===== src/parse_integer_text_defines.svh =====
// Assertion macros shared by the parse_integer_text RTL.
// Depends on nothing; files that check their own logic include it by name.
`ifndef PARSE_INTEGER_TEXT_DEFINES_SVH
`define PARSE_INTEGER_TEXT_DEFINES_SVH
`ifndef ASSERT_OFF
// Same-cycle implication, checked at every rising clock edge out of reset.
`define PIT_ASSERT_IMP(lbl, clk, rst_n, ante, cons, msg) \
	lbl: assert property (@(posedge clk) disable iff (!rst_n) (ante) |-> (cons)) else $error(msg);
// Next-cycle implication, checked at every rising clock edge out of reset.
`define PIT_ASSERT_NXT(lbl, clk, rst_n, ante, cons, msg) \
	lbl: assert property (@(posedge clk) disable iff (!rst_n) (ante) |=> (cons)) else $error(msg);
`else
`define PIT_ASSERT_IMP(lbl, clk, rst_n, ante, cons, msg)
`define PIT_ASSERT_NXT(lbl, clk, rst_n, ante, cons, msg)
`endif
`endif


===== src/pit_pkg.sv =====
// Package for the text-to-integer parser: phase and status codes, register map,
// character constants and the shared structs. Depends on nothing.
package pit_pkg;

	// Parse phases.
	typedef enum logic [2:0] {
		PH_IDLE   = 3'd0,
		PH_LEAD   = 3'd1,
		PH_SIGN   = 3'd2,
		PH_ZERO   = 3'd3,
		PH_DIGITS = 3'd4
	} phase_t;

	// Result status codes.
	typedef enum logic [1:0] {
		ST_OK         = 2'd0,
		ST_BAD_PREFIX = 2'd1,
		ST_RANGE      = 2'd2
	} status_t;

	// Configuration register map: index is paddr[2].
	localparam int  PADDR_W         = 3;
	localparam int  PDATA_W         = 32;
	localparam logic REG_NUMBER_BASE = 1'b0;
	localparam logic REG_SIGNED_MODE = 1'b1;

	// Radix constants.
	localparam logic [4:0] BASE_AUTO = 5'd0;
	localparam logic [4:0] BASE_OCT  = 5'd8;
	localparam logic [4:0] BASE_DEC  = 5'd10;
	localparam logic [4:0] BASE_HEX  = 5'd16;

	// Character codes.
	localparam logic [7:0] CH_SPACE = 8'h20;
	localparam logic [7:0] CH_TAB   = 8'h09;
	localparam logic [7:0] CH_CR    = 8'h0D;
	localparam logic [7:0] CH_PLUS  = 8'h2B;
	localparam logic [7:0] CH_MINUS = 8'h2D;
	localparam logic [7:0] CH_0     = 8'h30;
	localparam logic [7:0] CH_9     = 8'h39;
	localparam logic [7:0] CH_UA    = 8'h41;
	localparam logic [7:0] CH_UF    = 8'h46;
	localparam logic [7:0] CH_LA    = 8'h61;
	localparam logic [7:0] CH_LF    = 8'h66;
	localparam logic [7:0] CH_UX    = 8'h58;
	localparam logic [7:0] CH_LX    = 8'h78;

	// Live configuration seen by the parser.
	typedef struct packed {
		logic [4:0] number_base;
		logic       signed_mode;
	} cfg_t;

	// Classification of one character.
	typedef struct packed {
		logic       is_blank;
		logic       is_plus;
		logic       is_minus;
		logic       is_zero;
		logic       is_x;
		logic       is_hex;
		logic [3:0] digit_val;
	} char_class_t;

endpackage


===== src/pit_regs.sv =====
// APB-style configuration registers of the parser (number base, signed mode).
// Depends on pit_pkg.
module pit_regs
	import pit_pkg::*;
(
	input  logic               clk,
	input  logic               arst_n,
	input  logic               psel,
	input  logic               penable,
	input  logic               pwrite,
	input  logic [PADDR_W-1:0] paddr,
	input  logic [PDATA_W-1:0] pwdata,
	output logic [PDATA_W-1:0] prdata,
	output logic               pready,
	output cfg_t               cfg
);

	logic       wr_en;
	logic [4:0] number_base_q;
	logic       signed_mode_q;

	assign pready = 1'b1;
	assign wr_en  = psel & penable & pwrite;

	// Register writes in the access phase.
	always_ff @(posedge clk or negedge arst_n) begin
		if (!arst_n) begin
			number_base_q <= BASE_AUTO;
			signed_mode_q <= 1'b1;
		end else if (wr_en) begin
			unique case (paddr[2])
				REG_NUMBER_BASE: number_base_q <= pwdata[4:0];
				REG_SIGNED_MODE: signed_mode_q <= pwdata[0];
				default: ;
			endcase
		end
	end

	// Read mux.
	always_comb begin
		unique case (paddr[2])
			REG_NUMBER_BASE: prdata = {{(PDATA_W-5){1'b0}}, number_base_q};
			REG_SIGNED_MODE: prdata = {{(PDATA_W-1){1'b0}}, signed_mode_q};
			default:         prdata = '0;
		endcase
	end

	assign cfg.number_base = number_base_q;
	assign cfg.signed_mode = signed_mode_q;

endmodule


===== src/pit_classify.sv =====
// Character classifier: white space, sign, zero, x, and hex digit value.
// Depends on pit_pkg.
module pit_classify
	import pit_pkg::*;
(
	input  logic [7:0]  ch,
	output char_class_t cls
);

	logic is_dec;
	logic is_upper;
	logic is_lower;

	// Digit ranges.
	assign is_dec   = (ch >= CH_0)  && (ch <= CH_9);
	assign is_upper = (ch >= CH_UA) && (ch <= CH_UF);
	assign is_lower = (ch >= CH_LA) && (ch <= CH_LF);

	// Flags and digit value.
	always_comb begin
		cls.is_blank = (ch == CH_SPACE) || ((ch >= CH_TAB) && (ch <= CH_CR));
		cls.is_plus  = (ch == CH_PLUS);
		cls.is_minus = (ch == CH_MINUS);
		cls.is_zero  = (ch == CH_0);
		cls.is_x     = (ch == CH_LX) || (ch == CH_UX);
		cls.is_hex   = is_dec | is_upper | is_lower;
		priority if (is_dec) begin
			cls.digit_val = 4'(ch - CH_0);
		end else if (is_upper) begin
			cls.digit_val = 4'(ch - CH_UA + 8'd10);
		end else if (is_lower) begin
			cls.digit_val = 4'(ch - CH_LA + 8'd10);
		end else begin
			cls.digit_val = 4'd0;
		end
	end

endmodule


===== src/pit_core.sv =====
// Parse state, one-character step logic and the result register.
// Depends on pit_pkg; takes the character class from pit_classify.
module pit_core
	import pit_pkg::*;
#(
	parameter int VALUE_WIDTH  = 32,
	parameter int OFFSET_WIDTH = 32
) (
	input  logic                    clk,
	input  logic                    arst_n,
	input  cfg_t                    cfg,
	input  logic                    step,
	input  logic                    first_s1,
	input  char_class_t             cls,
	input  logic                    out_ready,
	output logic                    out_valid,
	output logic [VALUE_WIDTH-1:0]  value_out,
	output logic [OFFSET_WIDTH-1:0] end_offset,
	output logic [1:0]              status
);

	localparam int PW = VALUE_WIDTH + 6;
	localparam logic [VALUE_WIDTH-1:0] SIGN_BIT = {1'b1, {(VALUE_WIDTH-1){1'b0}}};
	localparam logic [VALUE_WIDTH-1:0] SMAX     = {1'b0, {(VALUE_WIDTH-1){1'b1}}};
	localparam logic [VALUE_WIDTH-1:0] UMAX     = {VALUE_WIDTH{1'b1}};

	phase_t                  phase_q, phase_eff, phase_nxt;
	logic [VALUE_WIDTH-1:0]  acc_q, acc_eff, acc_nxt;
	logic                    neg_q, neg_eff, neg_nxt;
	logic [4:0]              base_q, base_eff, base_nxt, base_sel;
	logic [OFFSET_WIDTH-1:0] cnt_q, cnt_eff;
	logic                    start_path, bad_prefix, eval, dig_ok, ovf, emit;
	logic [VALUE_WIDTH-1:0]  limit, res_value;
	logic [OFFSET_WIDTH-1:0] res_offset;
	status_t                 res_status;
	logic [PW-1:0]           prod;
	logic                    out_valid_q;
	logic [VALUE_WIDTH-1:0]  value_q;
	logic [OFFSET_WIDTH-1:0] offset_q;
	status_t                 status_q;

	// A first flag restarts the string; otherwise the offset advances unless idle.
	always_comb begin
		if (first_s1) begin
			phase_eff = PH_LEAD;
			acc_eff   = '0;
			neg_eff   = 1'b0;
			base_eff  = '0;
			cnt_eff   = '0;
		end else begin
			phase_eff = phase_q;
			acc_eff   = acc_q;
			neg_eff   = neg_q;
			base_eff  = base_q;
			cnt_eff   = (phase_q == PH_IDLE) ? cnt_q
				: cnt_q + {{(OFFSET_WIDTH-1){1'b0}}, 1'b1};
		end
	end

	// Which path the character takes in this phase.
	assign start_path = ((phase_eff == PH_LEAD) && !cls.is_blank && !cls.is_plus
		&& !cls.is_minus) || (phase_eff == PH_SIGN);
	assign bad_prefix = (phase_eff == PH_ZERO) && cls.is_x
		&& (cfg.number_base != BASE_AUTO) && (cfg.number_base != BASE_HEX);
	assign eval = (start_path && !cls.is_zero) || ((phase_eff == PH_ZERO) && !cls.is_x)
		|| (phase_eff == PH_DIGITS);

	// Radix used by the digit test of this character.
	always_comb begin
		unique case (phase_eff)
			PH_LEAD, PH_SIGN: base_sel = (cfg.number_base == BASE_AUTO) ? BASE_DEC
				: cfg.number_base;
			PH_ZERO:          base_sel = (cfg.number_base == BASE_AUTO) ? BASE_OCT
				: cfg.number_base;
			default:          base_sel = base_eff;
		endcase
	end

	// Digit test, multiply-accumulate and exact range check.
	assign dig_ok = cls.is_hex && ({1'b0, cls.digit_val} < base_sel);
	assign limit  = cfg.signed_mode ? (neg_eff ? SIGN_BIT : SMAX) : UMAX;
	assign prod   = PW'(acc_eff) * PW'(base_sel) + PW'(cls.digit_val);
	assign ovf    = prod > PW'(limit);
	assign emit   = step && (bad_prefix || (eval && (!dig_ok || ovf)));

	// Next parse state.
	always_comb begin
		phase_nxt = phase_eff;
		acc_nxt   = acc_eff;
		neg_nxt   = neg_eff;
		base_nxt  = base_eff;
		unique case (phase_eff)
			PH_LEAD: begin
				if (cls.is_plus || cls.is_minus) begin
					neg_nxt   = cls.is_minus & cfg.signed_mode;
					phase_nxt = PH_SIGN;
				end
			end
			PH_ZERO: begin
				if (cls.is_x) begin
					base_nxt  = BASE_HEX;
					phase_nxt = PH_DIGITS;
				end
			end
			default: ;
		endcase
		if (start_path && cls.is_zero) begin
			phase_nxt = PH_ZERO;
		end
		if (eval) begin
			base_nxt  = base_sel;
			phase_nxt = PH_DIGITS;
			acc_nxt   = prod[VALUE_WIDTH-1:0];
		end
		if (emit) begin
			phase_nxt = PH_IDLE;
		end
	end

	// Result of an ending character.
	always_comb begin
		priority if (bad_prefix) begin
			res_value  = '0;
			res_offset = '0;
			res_status = ST_BAD_PREFIX;
		end else if (!dig_ok) begin
			res_value  = neg_eff ? ({VALUE_WIDTH{1'b0}} - acc_eff) : acc_eff;
			res_offset = cnt_eff;
			res_status = ST_OK;
		end else begin
			res_value  = (cfg.signed_mode && neg_eff) ? SIGN_BIT : limit;
			res_offset = '0;
			res_status = ST_RANGE;
		end
	end

	// Parse state registers.
	always_ff @(posedge clk or negedge arst_n) begin
		if (!arst_n) begin
			phase_q <= PH_IDLE;
			acc_q   <= '0;
			neg_q   <= 1'b0;
			base_q  <= '0;
			cnt_q   <= '0;
		end else if (step) begin
			phase_q <= phase_nxt;
			acc_q   <= acc_nxt;
			neg_q   <= neg_nxt;
			base_q  <= base_nxt;
			cnt_q   <= cnt_eff;
		end
	end

	// Result valid flag.
	always_ff @(posedge clk or negedge arst_n) begin
		if (!arst_n) begin
			out_valid_q <= 1'b0;
		end else if (emit) begin
			out_valid_q <= 1'b1;
		end else if (out_ready) begin
			out_valid_q <= 1'b0;
		end
	end

	// Result payload.
	always_ff @(posedge clk) begin
		if (emit) begin
			value_q  <= res_value;
			offset_q <= res_offset;
			status_q <= res_status;
		end
	end

	assign out_valid  = out_valid_q;
	assign value_out  = value_q;
	assign end_offset = offset_q;
	assign status     = status_q;

endmodule


===== src/parse_integer_text.sv =====
// Channel   Handshake            Payload
// in        in_valid/in_ready    char_in[7:0], first_char
// out       out_valid/out_ready  value_out, end_offset, status[1:0]
// cfg       psel/penable/pready  paddr, pwdata, prdata (number_base, signed_mode)
// One character per cycle unless a held result stalls the step: it is staged in the input
// register, then the step logic (one small multiply by the radix plus an add and compare)
// updates the parse state and loads the result register in the same cycle.
// The result of an ending character passes the input register, then the result register.
// A result held by out_ready low stalls the step of any waiting character, and so in_ready.
// Reset clears the parse to idle; characters are ignored until a first flag.
// Top level of the text-to-integer parser; depends on pit_pkg, pit_regs,
// pit_classify, pit_core and parse_integer_text_defines.svh.
`include "parse_integer_text_defines.svh"
module parse_integer_text
	import pit_pkg::*;
#(
	parameter int VALUE_WIDTH  = 32,
	parameter int OFFSET_WIDTH = 32
) (
	input  logic                    clk,
	input  logic                    arst_n,
	input  logic                    psel,
	input  logic                    penable,
	input  logic                    pwrite,
	input  logic [PADDR_W-1:0]      paddr,
	input  logic [PDATA_W-1:0]      pwdata,
	output logic [PDATA_W-1:0]      prdata,
	output logic                    pready,
	input  logic                    in_valid,
	output logic                    in_ready,
	input  logic [7:0]              char_in,
	input  logic                    first_char,
	output logic                    out_valid,
	input  logic                    out_ready,
	output logic [VALUE_WIDTH-1:0]  value_out,
	output logic [OFFSET_WIDTH-1:0] end_offset,
	output logic [1:0]              status
);

	cfg_t        cfg;
	char_class_t cls;
	logic        valid_s1;
	logic [7:0]  char_s1;
	logic        first_s1;
	logic        step;

	// The step runs when an item is staged and the result register can take one.
	assign step     = valid_s1 && (!out_valid || out_ready);
	assign in_ready = !valid_s1 || step;

	// Input register.
	always_ff @(posedge clk or negedge arst_n) begin
		if (!arst_n) begin
			valid_s1 <= 1'b0;
		end else if (in_valid && in_ready) begin
			valid_s1 <= 1'b1;
		end else if (step) begin
			valid_s1 <= 1'b0;
		end
	end

	always_ff @(posedge clk) begin
		if (in_valid && in_ready) begin
			char_s1  <= char_in;
			first_s1 <= first_char;
		end
	end

	pit_regs u_regs (
		.clk     (clk),
		.arst_n  (arst_n),
		.psel    (psel),
		.penable (penable),
		.pwrite  (pwrite),
		.paddr   (paddr),
		.pwdata  (pwdata),
		.prdata  (prdata),
		.pready  (pready),
		.cfg     (cfg)
	);

	pit_classify u_classify (
		.ch  (char_s1),
		.cls (cls)
	);

	pit_core #(
		.VALUE_WIDTH  (VALUE_WIDTH),
		.OFFSET_WIDTH (OFFSET_WIDTH)
	) u_core (
		.clk        (clk),
		.arst_n     (arst_n),
		.cfg        (cfg),
		.step       (step),
		.first_s1   (first_s1),
		.cls        (cls),
		.out_ready  (out_ready),
		.out_valid  (out_valid),
		.value_out  (value_out),
		.end_offset (end_offset),
		.status     (status)
	);

	// Checks on the step control and the result codes.
	`PIT_ASSERT_IMP(a_no_take_when_blocked, clk, arst_n, valid_s1 && out_valid && !out_ready, !in_ready, "item taken while input register and result are both blocked")
	`PIT_ASSERT_NXT(a_result_from_step, clk, arst_n, !out_valid && !step, !out_valid, "result appeared without a parse step")
	`PIT_ASSERT_IMP(a_range_offset_zero, clk, arst_n, out_valid && (status == ST_RANGE), end_offset == '0, "range error with nonzero offset")
	`PIT_ASSERT_IMP(a_bad_prefix_zero, clk, arst_n, out_valid && (status == ST_BAD_PREFIX), (value_out == '0) && (end_offset == '0), "bad prefix result not zero")

endmodule


===== config.mk =====
export PLATFORM = sky130hd
export DESIGN_NAME = parse_integer_text
export DESIGN_NICKNAME = d
export VERILOG_FILES = /design/src/pit_pkg.sv /design/src/pit_regs.sv /design/src/pit_classify.sv /design/src/pit_core.sv /design/src/parse_integer_text.sv
export VERILOG_INCLUDE_DIRS = /design/src /design/src/src
export SDC_FILE = /design/constraint.sdc
export NUM_CORES = 1
export LEC_CHECK = 0
export BUFFER_PORTS_ARGS = -buffer_cell sky130_fd_sc_hd__buf_2
export CAP_MARGIN = 20
export CELL_PAD_IN_SITES_DETAIL_PLACEMENT = 2
export CELL_PAD_IN_SITES_GLOBAL_PLACEMENT = 2
export CORE_MARGIN = 3
export CORE_UTILIZATION = 40
export CTS_BUF_LIST = sky130_fd_sc_hd__clkbuf_2 sky130_fd_sc_hd__clkbuf_4 sky130_fd_sc_hd__clkbuf_8
export DETAILED_ROUTE_END_ITERATION = 16
export GPL_TIMING_DRIVEN = 0
export PLACE_DENSITY_LB_ADDON = 0.1
export SKIP_CTS_REPAIR_TIMING = 1
export SLEW_MARGIN = 20
export SYNTH_ARGS = -nofsm -noshare
export SYNTH_HDL_FRONTEND = slang
export SYNTH_SLANG_ARGS = --single-unit

===== constraint.sdc =====
create_clock -name clk -period 15.6 [get_ports clk]
set_input_delay 0 -clock clk [delete_from_list [all_inputs] [get_ports clk]]
set_output_delay 0 -clock clk [all_outputs]
set_load 0.02 [all_outputs]

# After elaboration in Yosys (flattened, before gate mapping)
# Index checks and enable logic that the tools add are counted.
[op_classes]
addsub = 8
mul = 1
n_lt_le_gt_ge = 10
eq_ne = 11
muxes = 35
bitwise = 6
reduce_logical = 46
[op_table]
columns = ["op", "n"]
rows = [
  ["$mux 32", 9],
  ["$pmux 32 s2", 1],
  ["$add 37x4->38", 1],
  ["$gt 38x32->1", 1],
  ["$mul 32x5->37", 1],
  ["$add 32x1->32 const B", 1],
  ["$eq 8x6->1 const B", 4],
  ["$sub 1x32->32 const A", 1],
  ["$mux 5", 6],
  ["$logic_and 1x1->1", 19],
  ["$mux 3", 6],
  ["$eq 8x7->1 const B", 2],
  ["$ge 8x7->1 const B", 2],
  ["$le 8x7->1 const B", 2],
  ["$mux 4", 3],
  ["$sub 4x1->4 const B", 3],
  ["$logic_or 1x1->1", 10],
  ["$pmux 5 s2", 1],
  ["$add 4x4->4 const B", 2],
  ["$ge 8x4->1 const B", 1],
  ["$ge 8x6->1 const B", 1],
  ["$le 8x4->1 const B", 1],
  ["$le 8x6->1 const B", 1],
  ["$logic_not 1->1", 8],
  ["17 further kinds", 30],
]
[word_totals]
regBits = 156
in_bits = 51
out_inout_bits = 101
elab_cells = 131

# Depth between registers and ports, before layout
[logic_depth]
ltp_word = 15
ltp_mapped = 34
depth_no_buf = 34

# By module
# Synthesis repeated with hierarchy kept, for this count alone.
[unflattened]
hier_cells = 1667
area_unflattened_um2 = 14838.0
[by_module_without_submodules]
columns = ["module", "instances", "cells_each", "area_each_um2", "seq_area_each_um2"]
rows = [
  ["pit_core", 1, 1562, 13673.1, 3833.7],
  ["pit_regs", 1, 50, 520.5, 151.4],
  ["parse_integer_text", 1, 15, 341.6, 295.3],
  ["pit_classify", 1, 40, 302.8, 0.0],
]

# Worst setup path after synthesis
# Ideal clock, no wire load.
[synth_timing]
kind = "register to register"
from = "reg u_regs.number_base_q[1]"
to = "reg u_core.offset_q[0], in the netlist u_core.end_offset[0], enable pin"
setup_ns = 0.431
t_arrival_ns = 8.319
required_time_ns = 15.169
path_slack_ns = 6.850
stages_incl_launch_ff = 30
path_buffers = 2
period_less_slack_ns = 8.750
path_cell_list = "dfrtp_1 -> or4_1 -> nor2_1 -> nor2_1 -> o21ai_1 -> clkinv_1 -> clkbuf_1 -> nor2_1 -> fa_1 -> fa_1 -> inv_1 -> fa_1 -> inv_1 -> ha_1 -> clkbuf_1 -> nand4_1 -> a211oi_1 -> nor3_1 -> o31a_1 -> o21ai_0 -> a31oi_1 -> xnor2_1 -> ha_1 -> nor3_1 -> o41ai_1 -> a221o_1 -> a2111o_1 -> a211oi_2 -> a41oi_1 -> and2_1"
[synth_via]
elab_chain_cells = 10
word_cells_on_any_way = 18
cone_classes = "add/sub (1); mul (1); order compare (2); eq/ne (1); mux (3); reduce/logical (10)"
[synth_rtl]
columns = ["item", "line", "source"]
rows = [
  ["from (decl)", "pit_regs.sv:19", "logic [4:0] number_base_q;"],
  ["from (signal assigned)", "pit_regs.sv:32", "REG_NUMBER_BASE: number_base_q <= pwdata[4:0];"],
  ["$logic_not 5->1", "pit_core.sv:71, pit_core.sv:73", ""],
  ["$mux 5 (on tied branches)", "pit_core.sv:73, pit_core.sv:71", ""],
  ["$pmux 5 s2", "pit_core.sv:70", "unique case (phase_eff)"],
  ["$mul 32x5->37 or $lt 4x5->1 (tied branches)", "pit_core.sv:82, pit_core.sv:80", ""],
  ["$add 37x4->38 or $logic_and 1x1->1 (tied branches)", "pit_core.sv:82, pit_core.sv:80", ""],
  ["$gt 38x32->1 or $logic_not 1->1 (tied branches)", "pit_core.sv:83, pit_core.sv:84", ""],
  ["$logic_or 1x1->1", "pit_core.sv:84", "assign emit = step && (bad_prefix || (eval && (!dig_ok || ovf)));"],
  ["$logic_and 1x1->1", "pit_core.sv:84", ""],
  ["$logic_or 1x1->1 *", "pit_core.sv:84", ""],
  ["$logic_and 1x1->1 *", "pit_core.sv:84", ""],
  ["net u_core.emit", "pit_core.sv:32", "logic start_path, bad_prefix, eval, dig_ok, ovf, emit;"],
  ["to (signal assigned)", "pit_core.sv:169", "offset_q <= res_offset;"],
  ["to (decl)", "pit_core.sv:39", "logic [OFFSET_WIDTH-1:0] offset_q;"],
]
# The timed path passes the listed nets; every way through them passes the cells marked *.
# A chain may end at the register's enable or synchronous reset.

# Final worst setup path
[layout_timing]
from = "reg u_regs.number_base_q[1]"
to = "reg u_core.value_q[5], in the netlist u_core.value_out[5], enable pin"
[layout_via]
elab_chain_cells = 10
word_cells_on_any_way = 18
cone_classes = "add/sub (1); mul (1); order compare (2); eq/ne (1); mux (3); reduce/logical (10)"
[layout_rtl]
columns = ["item", "line", "source"]
rows = [
  ["$logic_not 5->1", "pit_core.sv:71, pit_core.sv:73", ""],
  ["$mux 5 (on tied branches)", "pit_core.sv:73, pit_core.sv:71", ""],
  ["$pmux 5 s2", "pit_core.sv:70", ""],
  ["$mul 32x5->37 or $lt 4x5->1 (tied branches)", "pit_core.sv:82, pit_core.sv:80", ""],
  ["$add 37x4->38 or $logic_and 1x1->1 (tied branches)", "pit_core.sv:82, pit_core.sv:80", ""],
  ["$gt 38x32->1 or $logic_not 1->1 (tied branches)", "pit_core.sv:83, pit_core.sv:84", ""],
  ["$logic_or 1x1->1", "pit_core.sv:84", ""],
  ["$logic_and 1x1->1", "pit_core.sv:84", ""],
  ["$logic_or 1x1->1 *", "pit_core.sv:84", ""],
  ["$logic_and 1x1->1 *", "pit_core.sv:84", ""],
  ["net u_core.emit", "pit_core.sv:32", ""],
  ["to (signal assigned)", "pit_core.sv:168", "value_q <= res_value;"],
  ["to (decl)", "pit_core.sv:38", "logic [VALUE_WIDTH-1:0] value_q;"],
]
# Marks and branches as above.

==> key figures <==
Worst setup path
  – Critical path startpoint category: flip-flop
  – RR Startpoint: u_regs.number_base_q[1]
  – Kind of end point of the critical path: flip-flop
  – Critical path type: reg -> reg
  – FF-to-FF setup slack: approximately 5.2 ns
  – Cell depth of the worst setup path: 31
  – Crit path DAT: between 10 and 15 ns
  – CP Data Required Time: around 16 ns
  – CP startpoint: u_regs.number_base_q[1]
  – CP max stage delay: between 0.8 and 0.9 ns
  – Critical path's top delay family: compound AO/OA/AOI/OAI gates
  – Path depth of the worst reg2reg path: 31
  – Slowest-stage cell, CP: o21ai_1
  – Worst Path Buf+Inv: 6
  – CP Max Fanout: 49
  – Crit-path most repeated cell: nor2_1

Logic synthesis
  – Top-area cell type share of the netlist area: 0.155
  – Synth async-reset ratio: 0.519
  – Mapped Cells: around 1700
  – Yosys warning total: 0
  – Yosys cell types: 80
  – Avg Synthesized Cell Area: approximately 8.7 µm²
  – Main synth FF type: dfrtp_1
  – Top post-synthesis cells by area: edfxtp_1 (16%), dfrtp_1 (14%), fa_1 (13%)
  – Synth Register Bits: between 150 and 200
  – Post-synth EDFFs: between 70 and 80
  – Cell Area, Synth: about 0.015 mm²
  – Register area share after synthesis: 0.295
  – Synth area leader: edfxtp_1

Pwr
  – Combinational share of power: 0.400
  – Pint: around 800 µW
  – Sw Pwr: approximately 630 µW
  – Cell Pwr Density: 88.0 mW/mm²
  – Sw frac: 0.439
  – Worst VDD drop: between 0.05 and 0.06 mV
  – Lkg Pwr: roughly 7.5 nW
  – Seq pwr share: 0.388
  – Power share of the clock group: 0.212

Timing
  – Final Max Slew Viols: 0
  – Fmax: 96.4 MHz
  – Tightest Pin Transition: 1.08 ns
  – Hold Vio Cnt, Final: 3
  – Final Critical Period: between 10 and 15 ns
  – Final setup fails: 0
  – Clock skew: around 0.014 ns
  – Relative slew slack: 0.272
  – Period utilisation layout: 0.665
  – Fin Hold WS: -0.00654 ns
  – Unrepaired setup endpoints after global routing: no
  – Setup TNS Final: 0 ns

Cells and area
  – Ant diodes: 0
  – Fin cells: 2301
  – Most frequent cells in the layout: nor2_1 (233), nand2_1 (173), inv_1 (170)
  – Area growth, synth to finish: 12.3%
  – Most common cell after layout, fill and taps aside: nor2_1
  – Utilization after layout: 0.458
  – Fin nets: roughly 2100
  – Fillers: between 3000 and 4000
  – FF/Latch Area: about 0.0043 mm²
  – Post-route cell area: around 0.016 mm²
  – Share of layout cells above drive strength 1: 0.114
  – Area of the multi-input gates: 0.00919 mm²

Clock network
  – CTS tree: yes
  – Longest Clk Path Bufs: 2
  – Clock root cell: clkbuf_8
  – Inserted Clock Buffers: 17
  – Worst-path clk slew: 0.09 ns
  – Clk_lat worst skew: about 0.48 ns
  – H-tree Lvls: 4
  – Total clock sinks: around 160

Placement
  – Final Wtd Congestion: between 0.8 and 0.9
  – Placed instance count: 2251
  – PortBufs: 94
  – Post-DP Area: approximately 0.016 mm²
  – HPWL after DPL: just over 40000 µm

Die
  – Initial core utilization: 0.407
  – Die height: slightly below 200 µm
  – Die area: roughly 0.039 mm²
  – Die Width: 197 µm
  – Core area: roughly 0.036 mm²
  – Row count: 69
  – Number of top-level pins: 152

GRT
  – Met2 GRT Util: 0.489
  – GR Overflow Total: 0
  – GRT Total Usage: 0.263
  – Antenna violations before repair: 0
  – Met3 usage: 0.0306
  – Met1 Usage GRT: 0.319
  – Largest net degree at the start of global routing: 50
  – GR peak layer: met2
  – Number of global-route vias before repair: approximately 14000
  – First-pass GRT wire length: about 80000 µm

Routing
  – Vias: approximately 13000
  – Drt drc: 0
  – Number of vias per cell: approximately 5.6
  – Detailed-route wire length: 50600 µm
  – Final ANT Viol Nets: 0
  – First drt pass iteration count: 8
  – Wirelength per Cell: about 22 µm
  – Iteration-0 DRC Markers: around 570

Status
  – Outcome: finished, violations left
  – Violated checks: hold timing

Job
  – Max cap viols: 0

Worst hold path
  – HP Class: in -> async
power groups by stage:
stage,logic [mW],registers [mW],clock network (mW)
floorplan,0.306,0.591,0
global placement,0.538,0.563,0
detailed placement,0.569,0.565,0
CTS,0.573,0.557,0.308
global route,0.631,0.563,0.325
finish,0.574,0.557,0.305
per-layer routing:
metal  routed length (µm)  vias up
met5                    0        -
met4                 1340        0
met3                 1510       73
met2                26400      256
met1                21300     6553
li1                     -     5905
worst paths after layout:
check	to
worst max-delay path	u_core.value_out[5]
worst min-delay path	u_core.cnt_q[27]
worst max register to register	u_core.value_out[5]
worst min register to register	u_core.base_q[1]
max in group asynchronous	u_core.acc_q[27]
min in group clk	u_core.out_valid
flip-flops by register name, indices dropped and copies added (netlist names):
name / count
u_core.acc_q: 32
u_core.cnt_q: 32
u_core.end_offset: 32
u_core.value_out: 32
char_s1: 8
u_core.base_q: 5
u_regs.number_base_q: 5
u_core.phase_q: 3
u_core.status: 2
first_s1: 1
u_core.neg_q: 1
u_core.out_valid: 1
u_regs.signed_mode_q: 1
valid_s1: 1
cells in the mapped netlist, types with 28 or more instances:
cell type / count
o21ai_0: 110
inv_1: 170
clkbuf_1: 56
xor2_1: 46
nor2_1: 233
ha_1: 117
buf_4: 28
nand2_1: 173
nor3_1: 38
a22o_1: 33
edfxtp_1: 75
fa_1: 94
dfrtp_1: 80
xnor2_1: 36
a21oi_1: 83
cells by family after synthesis:
family                   after synthesis  synth area share
other                                  2          0.000517
AND/OR/NAND/NOR                      579             0.180
XOR/XNOR                              82            0.0494
AO/OA/AOI/OAI                        330             0.143
buffers and inverters                276            0.0802
flip-flops                           156             0.295
adder cells (fa/ha/maj)              211             0.230
multiplexers                          30            0.0220
cell type report:
cell class | instances | area share
clock buffer | 22 | 0.0178
clock inverter | 10 | 0.00529
tap | 461 | 0.0354
inverter | 172 | 0.0396
multi-input combinational | 1260 | 0.563
sequential | 156 | 0.262
timing repair buffer | 116 | 0.0444
buffer | 104 | 0.0318
stage by stage:
| stage | worst slack [ns] | power [mW] |
|---|---|---|
| CTS | 5.34 | 1.44 |
| detailed placement | 5.39 | 1.13 |
| global route | 4.74 | 1.52 |
| finish | 5.23 | 1.44 |
| global placement | 4.03 | 1.10 |
| floorplan | 6.85 | 0.897 |
Note: power is estimated with default switching activity, not from simulation.
